### src/rtl/core/rfsb_pkg.sv
// ----------------------------------------------------------------------------
// rfsb_pkg: shared definitions of the real FFT split butterfly
// Default widths, gain format, register indexes, pair kinds and the control
// word that travels with every stage of the pipeline.
// ----------------------------------------------------------------------------
package rfsb_pkg;

    // Default data and twiddle widths.
    localparam int DATA_WIDTH_DEF    = 24;
    localparam int TWIDDLE_WIDTH_DEF = 16;

    // Gain register: unsigned Q2.16.
    localparam int               GAIN_WIDTH = 18;
    localparam int               GAIN_FRAC  = 16;
    localparam logic [GAIN_WIDTH-1:0] GAIN_RESET = 18'd131072;
    localparam logic [GAIN_WIDTH-1:0] GAIN_UNITY = 18'd65536;

    // Configuration register indexes.
    localparam int CFG_ADDR_WIDTH = 1;
    typedef enum logic [CFG_ADDR_WIDTH-1:0] {
        CFG_INVERSE = 1'b0,
        CFG_GAIN    = 1'b1
    } t_cfg_idx;

    // Pair kind carried in tuser; the fourth code is reserved and yields zeros.
    localparam int FUNC_WIDTH = 2;
    typedef enum logic [FUNC_WIDTH-1:0] {
        FUNC_EDGE = 2'd0,
        FUNC_PAIR = 2'd1,
        FUNC_MID  = 2'd2
    } t_func;

    // Control word of one pipeline stage.
    typedef struct packed {
        logic  valid;
        t_func func;
    } t_stage;

endpackage

### src/rtl/core/rfsb_pre.sv
// ----------------------------------------------------------------------------
// rfsb_pre: input stage with pre-adders
// Registers the accepted word together with the sums and differences that the
// twiddle products and the edge and middle kinds need.
// ----------------------------------------------------------------------------
module rfsb_pre #(
    parameter int DATA_WIDTH    = rfsb_pkg::DATA_WIDTH_DEF,
    parameter int TWIDDLE_WIDTH = rfsb_pkg::TWIDDLE_WIDTH_DEF
) (
    input  logic                             i_clk,
    input  logic                             i_rst_n,
    input  logic                             i_valid,
    input  logic [rfsb_pkg::FUNC_WIDTH-1:0]  i_func,
    input  logic signed [DATA_WIDTH-1:0]     i_a,
    input  logic signed [DATA_WIDTH-1:0]     i_b,
    input  logic signed [DATA_WIDTH-1:0]     i_c,
    input  logic signed [DATA_WIDTH-1:0]     i_d,
    input  logic signed [DATA_WIDTH-1:0]     i_n,
    input  logic signed [TWIDDLE_WIDTH-1:0]  i_tc,
    input  logic signed [TWIDDLE_WIDTH-1:0]  i_ts,
    output logic                             o_ready,
    input  logic                             i_adv,
    output rfsb_pkg::t_stage                 o_st,
    output logic signed [DATA_WIDTH:0]       o_sac,
    output logic signed [DATA_WIDTH:0]       o_dac,
    output logic signed [DATA_WIDTH:0]       o_sbd,
    output logic signed [DATA_WIDTH:0]       o_dbd,
    output logic signed [DATA_WIDTH:0]       o_fsum,
    output logic signed [DATA_WIDTH:0]       o_fdif,
    output logic signed [DATA_WIDTH+1:0]     o_e0,
    output logic signed [DATA_WIDTH+1:0]     o_e1,
    output logic signed [DATA_WIDTH-1:0]     o_a,
    output logic signed [DATA_WIDTH-1:0]     o_b,
    output logic signed [DATA_WIDTH:0]       o_nb,
    output logic signed [TWIDDLE_WIDTH-1:0]  o_tc,
    output logic signed [TWIDDLE_WIDTH-1:0]  o_ts
);

    localparam int W1 = DATA_WIDTH + 1;
    localparam int W2 = DATA_WIDTH + 2;

    rfsb_pkg::t_stage                r_st;
    logic signed [DATA_WIDTH:0]      r_sac, r_dac, r_sbd, r_dbd, r_fsum, r_fdif, r_nb;
    logic signed [DATA_WIDTH+1:0]    r_e0, r_e1;
    logic signed [DATA_WIDTH-1:0]    r_a, r_b;
    logic signed [TWIDDLE_WIDTH-1:0] r_tc, r_ts;

    // The stage takes a word when it is empty or its content moves on.
    assign o_ready = !r_st.valid || i_adv;

    // Valid and kind of the stage.
    always_ff @(posedge i_clk) begin
        if (!i_rst_n) begin
            r_st <= '0;
        end else if (o_ready) begin
            r_st.valid <= i_valid;
            r_st.func  <= rfsb_pkg::t_func'(i_func);
        end
    end

    // Pre-adders: butterfly sums and differences, edge combinations.
    always_ff @(posedge i_clk) begin
        if (o_ready && i_valid) begin
            r_sac  <= W1'(i_a) + W1'(i_c);
            r_dac  <= W1'(i_a) - W1'(i_c);
            r_sbd  <= W1'(i_b) + W1'(i_d);
            r_dbd  <= W1'(i_b) - W1'(i_d);
            r_fsum <= W1'(i_a) + W1'(i_b);
            r_fdif <= W1'(i_a) - W1'(i_b);
            r_e0   <= W2'(i_a) - W2'(i_b) + W2'(i_n);
            r_e1   <= W2'(i_n) - W2'(i_a) - W2'(i_b);
            r_nb   <= -W1'(i_b);
            r_a    <= i_a;
            r_b    <= i_b;
            r_tc   <= i_tc;
            r_ts   <= i_ts;
        end
    end

    assign o_st   = r_st;
    assign o_sac  = r_sac;
    assign o_dac  = r_dac;
    assign o_sbd  = r_sbd;
    assign o_dbd  = r_dbd;
    assign o_fsum = r_fsum;
    assign o_fdif = r_fdif;
    assign o_e0   = r_e0;
    assign o_e1   = r_e1;
    assign o_a    = r_a;
    assign o_b    = r_b;
    assign o_nb   = r_nb;
    assign o_tc   = r_tc;
    assign o_ts   = r_ts;

`ifndef NO_ASSERTIONS
    // An accepted word occupies the stage on the next cycle.
    a_take: assert property (@(posedge i_clk) disable iff (!i_rst_n)
        (i_valid && o_ready) |=> r_st.valid)
        else $error("input stage lost an accepted word");
`endif

endmodule

### config.mk
export PLATFORM = sky130hd
export DESIGN_NAME = rfsb_pre
export DESIGN_NICKNAME = d
export VERILOG_FILES = /design/src/rtl/core/rfsb_pkg.sv /design/src/rtl/core/rfsb_pre.sv
export SDC_FILE = /design/constraint.sdc
export NUM_CORES = 1
export LEC_CHECK = 0
export BUFFER_PORTS_ARGS = -buffer_cell sky130_fd_sc_hd__buf_2
export CAP_MARGIN = 20
export CORE_MARGIN = 1.5
export CORE_UTILIZATION = 55
export DETAILED_ROUTE_END_ITERATION = 6
export GPL_ROUTABILITY_DRIVEN = 0
export PLACE_DENSITY = 0.81
export SLEW_MARGIN = 20
export SYNTH_ARGS = -nofsm -noshare
export SYNTH_HDL_FRONTEND = slang
export SYNTH_SLANG_ARGS = --single-unit
export TNS_END_PERCENT = 5
### constraint.sdc
create_clock -name i_clk -period 22.9 [get_ports i_clk]
set_input_delay 4.58 -clock i_clk [delete_from_list [all_inputs] [get_ports i_clk]]
set_output_delay 4.58 -clock i_clk [all_outputs]
set_load 0.005 [all_outputs]
==> results of run 1 <==
## routing by layer
metal / global-route usage, % / routed length (um) / part of all wire, % / vias up
li1: - / - / - / 8370
met1: 38.24 / 24930 / 39 / 8685
met2: 52.04 / 30850 / 48 / 999
met3: 5.272 / 5372 / 8.3 / 206
met4: 15.50 / 3322 / 5.2 / 0
met5: 0 / 0 / 0 / -
## cell usage in the layout (no fill, tap or decap), types with 53 or more instances in the layout
cell type	count
sky130_fd_sc_hd__nor3_1	53
sky130_fd_sc_hd__xnor2_1	144
sky130_fd_sc_hd__a21oi_1	175
sky130_fd_sc_hd__nor2_1	167
sky130_fd_sc_hd__ha_1	221
sky130_fd_sc_hd__fa_1	54
sky130_fd_sc_hd__nand2_1	67
sky130_fd_sc_hd__inv_1	281
sky130_fd_sc_hd__edfxtp_1	303
sky130_fd_sc_hd__o21ai_0	82
sky130_fd_sc_hd__buf_2	468
## synthesized netlist by cell type, drive strengths merged (14+ instances only)
library cell	count
clkbuf	31
and3	24
xor2	24
a31oi	19
nand2b	26
nor2b	33
buf	28
edfxtp	303
a21o	43
nand3	35
o21ai	89
a21oi	179
nand4	14
o31ai	18
o211ai	19
o21a	24
xnor2	144
o21bai	35
nor3	54
nand2	67
fa	54
or3	16
nor2	167
inv	281
a211oi	17
ha	221
## cells by family after synthesis
group	count (synthesis)
AO/OA/AOI/OAI	532
AND/OR/NAND/NOR	476
buffers and inverters	345
adder cells (fa/ha/maj)	275
XOR/XNOR	168
flip-flops	306
multiplexers	8
## worst paths after layout
check / from / to / slack (ps) / depth (start not counted)
worst max-delay path: i_adv / o_ready / 13020 / 4
worst max register to register: o_st[2] / o_e1[13] / 20450 / 4
worst min-delay path: o_st[1] / o_st[1] / 540 / 2
worst min register to register: o_st[1] / o_st[1] / 540 / 2
## report_power, final
part | switching [mW] | total, mW | internal (mW)
Sequential | 0.0193 | 0.736 | 0.717
Combinational | 0.345 | 0.576 | 0.231
Clock | 0.234 | 0.558 | 0.324
## critical path, delay by kind of cell
kind                   cells  cell delay, ps
AND/OR/NAND/NOR            1             400
buffers and inverters      3             320
## area by class of cell
class	instances	area, um^2
antenna	13	32.53
clock buffer	48	977.2
clock inverter	18	152.6
fill	2994	13160
inverter	286	1074
multi-input combinational	1459	11330
sequential	306	9159
tap	518	648.1
timing repair buffer	471	2377
## registers in the layout (all words and copies together), names as in the netlist
signal and count:
o_e0 26, o_e1 26, o_fsum 25, o_nb 25, o_sac 25, o_sbd 25, o_a 24, o_dac 24
o_dbd 24, o_fdif 24, o_b 23, o_tc 16, o_ts 16, o_st 3
## metrics by stage
stage / util [%] / area, um^2
2_1_floorplan: - / 21840
3_3_place_gp: 63.19 / 24590
3_5_place_dp: 63.19 / 24590
4_1_cts: 66.09 / 25720
5_1_grt: 66.16 / 25750
6_report: 66.17 / 25750
==> run summary, run 1 <==
Result of the run: completed
RSZ-0062 raised after global routing: no
Number of global-route vias before repair: 17857
Clock buffers created by TritonCTS: 36
Time the worst path needs with I/O delays and setup: 9879 ps
Final cycle utilization of the critical path: 43.14%
Post-synth EDFFs: 303
Crit path max-delay cell type: sky130_fd_sc_hd__nor2b_1
Leakage component of the power: 11.50 nW
Worst setup SP type: input pin
Final worst slack: 13020 ps
Number of standard cells in the layout, taps in and fillers out: 3119
Antenna Nets Post-Route: 0
Finish-stage setup viols: 0
Sum of internal, switching and leakage power: 1.871 mW
Power density normalized to cell area: 72.64 nW/um^2
Total global-route track usage: 30.86%
CP endpoint kind: output pin
Highest attainable clock frequency: 101.2 MHz
Later-pin clock latency in the skew report: 550 ps
Buffers inserted by post-CTS timing repair: 0
Max-slew violation count: 0
Combinational family with the most area after synthesis: adder cells
Initial Util: 56.12%
Combined area of all synthesized cells: 21840 um^2
Wire length of the first global-routing pass: 97410 um
Worst hold slack: 537.7 ps
Min-delay worst type: reg -> reg
Core Rows: 72
Iteration count of the initial detailed-routing pass: 5
Setup TNS after final layout: 0 ps
Post-CTS clock slew at the launch and capture registers of the worst setup and hold paths: 50 ps
Area overhead of the layout relative to synthesis: 17.91%
Signal arrival time at the worst endpoint: 5300 ps
Area enclosed by the die boundary: 40920 um^2
Worst slew margin relative to its limit: 25.33%
Count of unresolved DRC violations after routing: 0
Xor/xnor share of the synthesized area: 6.737%
Count of cell types in the netlist: 88
Starting DRC count in detailed routing: 1263
Clock tree root buffer cell: sky130_fd_sc_hd__clkbuf_16
Layout Skew: 13.34 ps
Detailed Route WL: 64480 um
Synthesized flop and latch total: 306
Avg Vias per Cell: 5.854
Final Hold Vio Count: 0
Worst Max-Slew Pin Slew: 1120 ps
Die boundary width: 202.3 um
Top flip-flop cell by instance count after synthesis: sky130_fd_sc_hd__edfxtp_1
Port bufs: 468
Multiplexer fraction of the synthesized cell area: 0.3723%
Portion of the post-synthesis area used by sequential elements: 41.93%
H-tree levels: 2
Setup CP Type: in -> out
Max-capacitance violation count: 0
Number of resized instances in the post-cts repair step: 0
Synthesized area divided by synthesized cell count: 10.35 um^2
Top cell type by total area after synthesis: sky130_fd_sc_hd__edfxtp_1
Pin count of the biggest net entering global routing: 188
Compound-Gate Fraction of Synth Area: 16.42%
Share of cells above drive strength 1: 21.72%
Cells after synthesis: 2110
Number of warnings issued by yosys: 0
Top post-synthesis cells by area: sky130_fd_sc_hd__edfxtp_1, sky130_fd_sc_hd__ha_1, sky130_fd_sc_hd__xnor2_1, sky130_fd_sc_hd__fa_1, sky130_fd_sc_hd__inv_1
DP HPWL: 49390 um
Antenna violations before repair: 11
Post-layout nets: 2993
Simple-gate portion of the synthesized area: 10.72%
Sink Count: 306
Net Count, Synth: 2543
Final global-route overflow total: 0
Maximum fanout count along the critical path: 5
Req. time, crit path: 18320 ps
Peak supply drop: 0.00006447 V
Worst Setup Slack post-DPL: 13010 ps
IO Count: 469
Cell-by-cell trace of the critical path: buf_2 -> nor2b_1 -> inv_1 -> buf_2
Worst stage delay on the critical path: 400 ps
Number of placed cells counting well taps: 3040
Average wire per cell in the routed design: 20.67 um
CTS Hold Bufs: 0
Die Ht: 202.3 um
Share of Yosys cell area claimed by the top area cell type: 41.66%
Adder-cell share of the synthesized area: 17.61%
Buffer depth of the longest clock path: 3
CTS tree: yes
Count of vias placed by the detailed router: 18260
Async set-or-reset flop fraction in the synthesized netlist: 0%
Most frequent cell on the critical path: sky130_fd_sc_hd__buf_2
Core area: 38920 um^2
Note: power is estimated with default switching activity, not from simulation.
==> run 2, diff against run 1 <==
- CORE_UTILIZATION: 55 -> 51
- PLACE_DENSITY: 0.81 -> 0.79
- clock period: 22.9 -> 8.2 ns (I/O delays scaled with it)
==> run summary, run 2 (synthesis gave the netlist of run 1 again) <==
Port bufs: 468 (unchanged)
Most frequent cells in the layout: sky130_fd_sc_hd__buf_2, sky130_fd_sc_hd__edfxtp_1, sky130_fd_sc_hd__inv_1
Cell-by-cell trace of the critical path: buf_2 -> inv_1 -> fa_1 -> inv_1 -> ha_1 -> a211oi_1 -> o21a_1 -> nor4_1 -> o21ai_0 -> and2_1 -> o21ai_0 -> a221oi_1
Final Hold Vio Count: 0 (unchanged)
Wire length of the first global-routing pass: 98840 um (+1.5%)
Antenna violations before repair: 10 (-1)
IO Count: 469 (unchanged)
Total global-route track usage: 29.29% (-1.6 points)
Core area: 42130 um^2 (+8.3%)
Most common cell after layout, fill and taps aside: sky130_fd_sc_hd__buf_2
Number of placed cells counting well taps: 3061 (+0.69%)
Post-layout nets: 2992 (-0.033%)
Buffer depth of the longest clock path: 3 (unchanged)
Final global-route overflow total: 0 (unchanged)
RSZ-0062 raised after global routing: no
DP HPWL: 51480 um (+4.2%)
Setup TNS after final layout: 0 ps (unchanged)
Highest attainable clock frequency: 218.8 MHz
Sum of internal, switching and leakage power: 5.350 mW (+190%)
Crit path max-delay cell type: sky130_fd_sc_hd__fa_1
Max-slew violation count: 0 (unchanged)
Hold EP: o_st[0]
Worst stage delay on the critical path: 640 ps (+240 ps)
H-tree levels: 2 (unchanged)
Count of unresolved DRC violations after routing: 0 (unchanged)
Setup slack of the most critical reg-to-reg path: 5380 ps (-15070 ps)
Detailed Route WL: 66240 um (+2.7%)
Initial Util: 51.84% (-4.3 points)
Reg-to-reg critical path endpoint: o_e1[10]
Share of cells above drive strength 1: 21.74% (+0.025 points)
Sink Count: 306 (unchanged)
Area enclosed by the die boundary: 44080 um^2 (+7.7%)
Worst slew margin relative to its limit: 34.66% (+9.3 points)
Pin count of the biggest net entering global routing: 175 (-6.9%)
Avg Vias per Cell: 5.825 (-0.51%)
Setup CP Type: in -> reg
Start point of the worst min-delay path: o_st[0]
Signal arrival time at the worst endpoint: 4930 ps (-370 ps)
Req. time, crit path: 8560 ps (-9760 ps)
Average wire per cell in the routed design: 21.16 um (+2.3%)
Core Rows: 75 (+4.2%)
Leakage component of the power: 11.54 nW (+0.36%)
Number of standard cells in the layout, taps in and fillers out: 3131 (+0.38%)
Final cycle utilization of the critical path: 55.74%
Count of vias placed by the detailed router: 18237 (-0.13%)
Startpoint of the most critical setup path: i_a[1]
Clock buffers created by TritonCTS: 35 (-2.8%)
Number of resized instances in the post-cts repair step: 0 (unchanged)
Iteration count of the initial detailed-routing pass: 6 (+1)
Starting DRC count in detailed routing: 1579 (+25%)
Antenna Nets Post-Route: 0 (unchanged)
CTS Hold Bufs: 0 (unchanged)
Buffers inserted by post-CTS timing repair: 0 (unchanged)
Startpoint of the worst-slack reg-to-reg timing path: o_st[2]
Peak supply drop: 0.0001485 V (+130%)
Later-pin clock latency in the skew report: 550 ps (about the same)
Number of instances on the worst hold path: 2 (unchanged)
Power density normalized to cell area: 207.1 nW/um^2 (+190%)
Post-CTS clock slew at the launch and capture registers of the worst setup and hold paths: 60 ps (about the same)
Worst hold slack: 555.5 ps (+17.83 ps)
Clock tree root buffer cell: sky130_fd_sc_hd__clkbuf_16
Die Ht: 210.0 um (+3.8%)
Max-capacitance violation count: 0 (unchanged)
Finish-stage setup viols: 0 (unchanged)
Layout Skew: 13.12 ps (-0.2146 ps)
Time the worst path needs with I/O delays and setup: 4571 ps
Area overhead of the layout relative to synthesis: 18.30%
Worst Max-Slew Pin Slew: 980.1 ps (-140.0 ps)
Depth of the most critical reg-to-reg path: 4 (unchanged)
Worst setup SP type: input pin
CTS tree: yes
Result of the run: completed
Die boundary width: 210.0 um (+3.8%)
Maximum fanout count along the critical path: 8 (+3)
Number of global-route vias before repair: 17633 (-1.3%)
CP endpoint kind: flip-flop
Min-delay worst type: reg -> reg
[run 2: cell count changes in the layout (fill, tap and decap cells not counted), moves of 2 or more]
| cell | before | now |
|---|---|---|
| sky130_fd_sc_hd__diode_2 | 13 | 7 |
| sky130_fd_sc_hd__clkinv_4 | 0 | 2 |
| sky130_fd_sc_hd__inv_6 | 3 | 1 |
| sky130_fd_sc_hd__clkinvlp_4 | 3 | 1 |
| sky130_fd_sc_hd__clkbuf_1 | 10 | 6 |
| sky130_fd_sc_hd__bufinv_16 | 2 | 6 |
[run 2: how the worst max path moves through the flow]
| stage | to | slack (ps) | depth (start not counted) |
|---|---|---|---|
| after floorplan | o_a[0] | 1500 | 2 |
| after global placement | o_e0[25] | 3300 | 12 |
| after detailed placement | o_e1[22] | 3210 | 11 |
| after CTS | o_e0[25] | 3730 | 12 |
| after global routing | o_e0[25] | 3470 | 12 |
| final | o_e0[25] | 3630 | 12 |
[run 2: layer usage]
layer	vias to the layer above	wire, um	GRT usage [%]	share of wire (%)
li1	8343	-	-	-
met1	8638	25440	35.62	38
met2	1045	32120	49.99	48
met3	205	5395	5.304	8.1
met4	6	3238	14.91	4.9
met5	-	42	0	0.063
[run 2: per-stage QoR]
step | cell area, um^2 | setup slack, ps | utilization [%]
global placement | 24620 | 3300 | 58.43
floorplan | 21850 | 1502 | -
detailed placement | 24620 | 3209 | 58.43
global route | 25840 | 3472 | 61.32
CTS | 25820 | 3730 | 61.29
finish | 25840 | 3629 | 61.33
[run 2: final cells by class]
class                           instances  area (um^2)
Fill cell                            3349        16290
Multi-Input combinational cell       1459        11330
Sequential cell                       306         9159
Timing Repair Buffer                  471         2377
Inverter                              286         1074
Clock buffer                           43        948.4
Tap cell                              539        674.4
Clock inverter                         20        256.5
Antenna cell                            7        17.52
[run 2: power breakdown]
group | total [mW] | internal [mW] | switching [mW]
Clock | 1.67 | 1.01 | 0.654
Combinational | 1.62 | 0.647 | 0.969
Sequential | 2.07 | 2.00 | 0.0640
[run 2: critical path: cells and delay by family]
family	cells	cell delay (ps)
AOI/OAI and AO/OA	5	1450
adders and majority gates	2	930
buffers and inverters	3	550
and+or+nand+nor	2	350
